`config.mk`:
```
export PLATFORM = sky130hd
export DESIGN_NAME = ils_controller
export DESIGN_NICKNAME = d
export VERILOG_FILES = /design/src/rtl/core/ils_pkg.sv /design/src/rtl/core/ils_controller.sv
export SDC_FILE = /design/constraint.sdc
export NUM_CORES = 1
export LEC_CHECK = 0
export ABC_CLOCK_PERIOD_IN_PS = 2800
export BUFFER_PORTS_ARGS = -buffer_cell sky130_fd_sc_hd__buf_2
export CAP_MARGIN = 5
export CORE_AREA = 2 2 39 41
export DETAILED_ROUTE_END_ITERATION = 10
export DIE_AREA = 0 0 41 43
export PLACE_DENSITY = 0.6
export SLEW_MARGIN = 30
export SYNTH_ARGS = -nofsm -noshare
export SYNTH_HDL_FRONTEND = slang
export SYNTH_SLANG_ARGS = --single-unit
```
`constraint.sdc`:
```
create_clock -name aclk -period 2.8 [get_ports aclk]
set_input_delay 0 -clock aclk [delete_from_list [all_inputs] [get_ports aclk]]
set_output_delay 0 -clock aclk [all_outputs]
set_load 0.005 [all_outputs]
```
`src/rtl/core/ils_pkg.sv`:
```
// Package for the indexed list store: sizes, action and status codes,
// and the command/status structs between controller and datapath.
// No dependencies.
package ils_pkg;

    localparam int CAPACITY = 64;          // must be a multiple of GROUP
    localparam int CNT_W    = 7;           // width of position and length fields
    localparam int DATA_W   = 32;
    localparam int ACT_W    = 3;
    localparam int ST_W     = 2;
    localparam int GROUP    = 8;           // cells per first-level read OR
    localparam int NGROUP   = CAPACITY / GROUP;

    localparam logic [ACT_W-1:0] ACT_READ   = 3'd0;
    localparam logic [ACT_W-1:0] ACT_HEAD   = 3'd1;
    localparam logic [ACT_W-1:0] ACT_TAIL   = 3'd2;
    localparam logic [ACT_W-1:0] ACT_AT     = 3'd3;
    localparam logic [ACT_W-1:0] ACT_DELETE = 3'd4;

    localparam logic [ST_W-1:0] ST_DONE  = 2'd0;
    localparam logic [ST_W-1:0] ST_RANGE = 2'd1;
    localparam logic [ST_W-1:0] ST_FULL  = 2'd2;

    typedef struct packed {
        logic            take_req;   // latch the input beat
        logic            ins_en;     // shift up and write at insert position
        logic            del_en;     // shift down from delete position
        logic            grp_cap;    // capture first-level read ORs
        logic            out_load;   // load result registers
        logic            read_ok;    // result carries the value read
        logic [ST_W-1:0] st;         // status code for the result
    } cmd_t;

    typedef struct packed {
        logic [ACT_W-1:0] act;
        logic             pos_lt_cnt;
        logic             pos_le_cnt;
        logic             full;
    } stat_t;

endpackage

```
`src/rtl/core/ils_controller.sv`:
```
// Controller of the indexed list store: decides each action's outcome,
// sequences the datapath and owns both handshakes.
// Depends on ils_pkg.
module ils_controller (
    input  logic            aclk,
    input  logic            aresetn,
    input  logic            s_valid,
    output logic            s_ready,
    output logic            m_valid,
    input  logic            m_ready,
    input  ils_pkg::stat_t  stat,
    output ils_pkg::cmd_t   cmd
);

    typedef enum logic [2:0] {
        S_IDLE   = 3'b001,
        S_EXEC   = 3'b010,
        S_GATHER = 3'b100
    } state_t;

    state_t                   state_reg, state_next;
    logic                     m_valid_reg, m_valid_next;
    logic                     read_ok_reg, read_ok_next;
    logic [ils_pkg::ST_W-1:0] st_reg, st_next;
    logic                     do_ins, do_del, do_read;
    logic [ils_pkg::ST_W-1:0] outcome;
    logic                     out_free;

    assign out_free = !m_valid_reg || m_ready;

    // outcome of the latched request against the current count
    always_comb begin
        do_ins  = 1'b0;
        do_del  = 1'b0;
        do_read = 1'b0;
        outcome = ils_pkg::ST_RANGE;
        case (stat.act)
            ils_pkg::ACT_READ: begin
                if (stat.pos_lt_cnt) begin
                    do_read = 1'b1;
                    outcome = ils_pkg::ST_DONE;
                end
            end
            ils_pkg::ACT_HEAD, ils_pkg::ACT_TAIL: begin
                if (stat.full) begin
                    outcome = ils_pkg::ST_FULL;
                end else begin
                    do_ins  = 1'b1;
                    outcome = ils_pkg::ST_DONE;
                end
            end
            ils_pkg::ACT_AT: begin
                if (!stat.pos_le_cnt) begin
                    outcome = ils_pkg::ST_RANGE;
                end else if (stat.full) begin
                    outcome = ils_pkg::ST_FULL;
                end else begin
                    do_ins  = 1'b1;
                    outcome = ils_pkg::ST_DONE;
                end
            end
            ils_pkg::ACT_DELETE: begin
                if (stat.pos_lt_cnt) begin
                    do_del  = 1'b1;
                    outcome = ils_pkg::ST_DONE;
                end
            end
            default: outcome = ils_pkg::ST_RANGE;
        endcase
    end

    always_comb begin
        state_next   = state_reg;
        read_ok_next = read_ok_reg;
        st_next      = st_reg;
        cmd          = '0;
        cmd.read_ok  = read_ok_reg;
        cmd.st       = st_reg;
        case (state_reg)
            S_IDLE: begin
                cmd.take_req = s_valid;
                if (s_valid) begin
                    state_next = S_EXEC;
                end
            end
            S_EXEC: begin
                cmd.ins_en   = do_ins;
                cmd.del_en   = do_del;
                cmd.grp_cap  = 1'b1;
                read_ok_next = do_read;
                st_next      = outcome;
                state_next   = S_GATHER;
            end
            S_GATHER: begin
                if (out_free) begin
                    cmd.out_load = 1'b1;
                    state_next   = S_IDLE;
                end
            end
            default: state_next = S_IDLE;
        endcase
    end

    always_comb begin
        m_valid_next = m_valid_reg;
        if (cmd.out_load) begin
            m_valid_next = 1'b1;
        end else if (m_ready) begin
            m_valid_next = 1'b0;
        end
    end

    always_ff @(posedge aclk) begin
        if (!aresetn) begin
            state_reg   <= S_IDLE;
            m_valid_reg <= 1'b0;
        end else begin
            state_reg   <= state_next;
            m_valid_reg <= m_valid_next;
        end
    end

    always_ff @(posedge aclk) begin
        read_ok_reg <= read_ok_next;
        st_reg      <= st_next;
    end

    assign s_ready = state_reg == S_IDLE;
    assign m_valid = m_valid_reg;

    a_accept_exec: assert property (@(posedge aclk) disable iff (!aresetn)
        (s_valid && s_ready) |=> state_reg == S_EXEC)
        else $error("accepted beat did not move to execute");

    a_load_free: assert property (@(posedge aclk) disable iff (!aresetn)
        cmd.out_load |-> (!m_valid_reg || m_ready))
        else $error("result overwritten before it was taken");

    a_one_shift: assert property (@(posedge aclk) disable iff (!aresetn)
        !(cmd.ins_en && cmd.del_en))
        else $error("insert and delete in the same cycle");

    a_load_valid: assert property (@(posedge aclk) disable iff (!aresetn)
        cmd.out_load |=> m_valid_reg)
        else $error("loaded result not presented");

    a_shift_exec: assert property (@(posedge aclk) disable iff (!aresetn)
        (cmd.ins_en || cmd.del_en) |-> state_reg == S_EXEC)
        else $error("cells shifted outside execute");

endmodule

```
=== Word level (Yosys, flattened, before mapping) ===
Cells that the tools add are included.
W data, S select, Z words.

* Bits in latches: 0
* Memories kept: 0
* Logic and storage cells: 38
* ROM bits: 0
* RAM bits: 0
* Register bits after elaboration: 7

* Multipliers: 0
* Shift-type cells: 0
* $lt $le $gt $ge: 0
* Bitwise logic cells: 0
* Mux-type cells: 18
* Div/mod/pow operators: 0
* Eq/ne operators: 9
* Add/sub/neg operators: 0
* Reduce and logical (&&, ||, !) cells: 7

{| class="wikitable"
|+ Operator list
! cell !! number
|-
| $mux W1 || 10
|-
| $eq A3 B2 Y1 const B || 3
|-
| $mux W3 || 3
|-
| $pmux W3 S3 || 1
|-
| $eq A3 B1 Y1 const B || 2
|-
| $eq A3 B3 Y1 const B || 2
|-
| $pmux W2 S3 || 1
|-
| $mux W2 || 2
|-
| $ne A2 B2 Y1 const B || 2
|-
| $reduce_or A2 Y1 || 2
|-
| $logic_not A3 Y1 || 1
|-
| $pmux W1 S2 || 1
|-
| $reduce_and A2 Y1 || 1
|-
| $reduce_bool A2 Y1 || 1
|-
| $logic_not A1 Y1 || 1
|-
| $logic_or A1 B1 Y1 || 1
|}

=== Longest topological paths before layout ===
* Depth in word-level cells: 5
* Gate-level depth with buffers: 3

=== Worst setup path after synthesis ===
Ideal clock, no wire load.

* Path kind: register to register
* Start: reg state_reg[1]
* End: reg read_ok_reg (enable)
* Data required time: 2.445 ns
* Arrival time: 0.729 ns
* Clock period less this slack: 1.084 ns
* Stages on the path, launching flop included: 2
* Setup slack: 1.716 ns
* Path through: dfxtp_1 > nor3b_2

* Cells in the longest elaborated chain, start to end: 1

{| class="wikitable"
|+ Ends and longest elaborated chain
! element !! RTL line !! source
|-
| from (decl) || ils_controller.sv:21 || <nowiki>state_t state_reg, state_next;</nowiki>
|-
| from (signal assigned) || ils_controller.sv:118 || <nowiki>state_reg <= state_next;</nowiki>
|-
| $eq A3 B2 Y1 || ils_controller.sv:79 || <nowiki>case (state_reg)</nowiki>
|-
| to (signal assigned) || ils_controller.sv:124 || <nowiki>read_ok_reg <= read_ok_next;</nowiki>
|-
| to (decl) || ils_controller.sv:23 || <nowiki>logic read_ok_reg, read_ok_next;</nowiki>
|}

No other way between the ends.
A chain may end at the register's enable or synchronous reset.

==> out/results.ini <==
[sta]
setup_viol = 0
final.setup.tns_ns = 0
max_slew_margin = 0.7119
hold_viol = 0
finalClockSkew_ns = 0.002044
slew_violations = 0
fin_crit_sh = 0.5203
worst_pin_slew_ns = 0.4303
clock.fmax_mhz = 686.4
rsz0062_at_grt = no
period_needed_ns = 1.457

[placed_design]
place.gp.congestion = 0.7566
dpl_cell_area_um2 = 484.2
hpwl_um = 577.3
io_buffers = 19

[logic_synthesis]
synth_top_area_share = 0.2345
yosys.area_share.simple = 0.4104
synth_compound_area_frac = 0.09772
muxShareOfSynthArea = 0
synth-xor-area-share = 0
yosys_register_bits = 7
seq_area_frac_synth = 0.4430
yosysTopAreaCell = edfxtp_1
synth_area_leaders = edfxtp_1, dfxtp_1, nor3b_2
synthesis.nets = 45
synth_top_family_by_area = simple AND/OR/NAND/NOR gates
post_synth_instance_area_um2 = 384.1
yosysUniqueCellTypes = 23
synth_adder_area_share = 0
syn_area_per_cell_um2 = 10.97
synth_cells = 35
yosys_warnings = 0

[floorplan]
die_h_um = 43
coreArea_um2 = 1384
dieWidth_um = 41
start_util = 0.2776
ios = 20
rows = 14
dieArea_um2 = 1763

[global_route]
grt_overflow_total = 0
grt_pass1_wl_mm = 1.228
grtUsageMet1 = 0.1382
use_met3 = 0.04712
antenna_found_initial = 0
grt-busiest-layer = met1
use_met2 = 0.1344
grt_usage = 0.1102
grt_max_degree = 8
grt_pass1_vias = 293

[pwr]
peakVddDrop_uv = 174.5
cellLeakagePower_nw = 0.2275
powerDensity_nw_per_um2 = 439.8

[clocking]
cts_setup_buffers = 0
cts_made_buffers = 3
htreeDepth = 1
cts.sinks = 7
ctsHoldBuffers = 2
clockBufferDepth = 2
clk-insertion-delay-late_ns = 0.25
cts_root_buf = clkbuf_4
post_cts_resized = 0
clk_pin_slew_worst_paths_ns = 0.05
tritoncts = built

[setup_path]
critPathLaunchType = flip-flop
worstPathArrival_ns = 1.46
r2r-end = read_ok_reg
reg2reg_from = state_reg[1]
ff2ff_setup_slack_ns = 1.65
endpoint_kind = output pin
cp_slowest_cell = nor3b_2
cp_slowest_stage_delay_ns = 0.42
cp.depth = 4
crit_buf_inv = 1
crit_chain = nor3b_2, nand2b_1, nor4_2, buf_2
required_ns = 2.80
crit_path_start = state_reg[1]
rr_worst_depth = 1
crit_type = reg -> out
critPathMaxFanout = 7
critical_path.top_delay_family = simple AND/OR/NAND/NOR gates

[final_layout]
largest_reg_flops = 3
area_delta_synth_final_pct = 38.11
nFillCells = 146
mostFrequentLayoutCell = buf_2
fin_area_um2 = 530.5
drive_gt1_frac = 0.5000
n_antenna_cell = 0
final_cell_mix = buf_2, dfxtp_1, clkbuf_4, edfxtp_1
nNetsFinal = 69

[detailed_routing]
vias_per_cell = 4.581
final_antenna_net_count = 0
drc = 0
drtIter0Drc = 5
vias = 339
wl_um = 776
dr.pass1.iters = 4
drt-wirelength-per-cell_um = 10.49

[status]
status = finished clean

[min_path]
holdPathEnd = read_ok_reg
min-delay-start = stat[2]
hold_depth = 3
hp-class = in -> reg

[flow_run]
drv_cap = 0

-- cell type report --
| type | count | area, um^2 | share of cell area |
|---|---|---|---|
| inverters | 1 | 3.754 | 0.007075 |
| well taps | 16 | 20.02 | 0.03774 |
| clock buffers | 4 | 26.28 | 0.04953 |
| repair buffers | 21 | 115.1 | 0.2170 |
| multi-input cells | 25 | 195.2 | 0.3679 |
| flip-flops and latches | 7 | 170.2 | 0.3208 |
-- per-stage QoR --
step           worst slack [ns]  instances  hold slack, ns  total power (W)  utilization
5_1_grt                   1.201         74          0.1180        0.0002476       0.3834
6_report                  1.343         74         0.09726        0.0002333       0.3834
4_1_cts                   1.326         74         0.08195        0.0002366       0.3834
2_1_floorplan             1.716         35         0.02401        0.0001280            -
3_3_place_gp              1.642         68          0.2229        0.0001429       0.3499
3_5_place_dp              1.585         68          0.2117        0.0001431       0.3499
-- power by group --
part / total (W) / switching [W] / leakage, nW / internal [W]
registers: 0.000112 / 0.00000277 / 0.0609 / 0.000110
clock network: 0.0000894 / 0.0000351 / 0.0150 / 0.0000543
logic: 0.0000316 / 0.0000143 / 0.152 / 0.0000172
total: 0.000233 / 0.0000522 / 0.228 / 0.000181
-- cells by family (layout without fill, tap and decap cells) --
family | Yosys count | after routing
simple gates | 20 | 20
buf+inv | 3 | 26
compound gates | 5 | 5
flops | 7 | 7
-- routing by layer --
layer	wire [um]	vias up
li1	-	173
met1	337	160
met2	410	6
met3	28	0
met4	0	0
met5	0	-
-- cell usage after synthesis, drive strengths merged --
master	n
and3	1
buf	2
nand2b	2
a21boi	1
o311ai	1
or3b	1
edfxtp	3
inv	1
and4	1
o31ai	1
o21ai	1
nor4b	1
nor2	3
nor3b	3
a21oi	1
dfxtp	4
and4bb	1
nor2b	2
nand2	2
and2	2
nor4	1
-- how the worst max path moves through the flow --
stage,to,slack [ns]
after global routing,cmd[6],1.20
after floorplan,read_ok_reg,1.72
after CTS,cmd[6],1.33
final,cmd[6],1.34
after global placement,cmd[6],1.64
after detailed placement,cmd[6],1.58
Power figures use the tool's default switching activity.
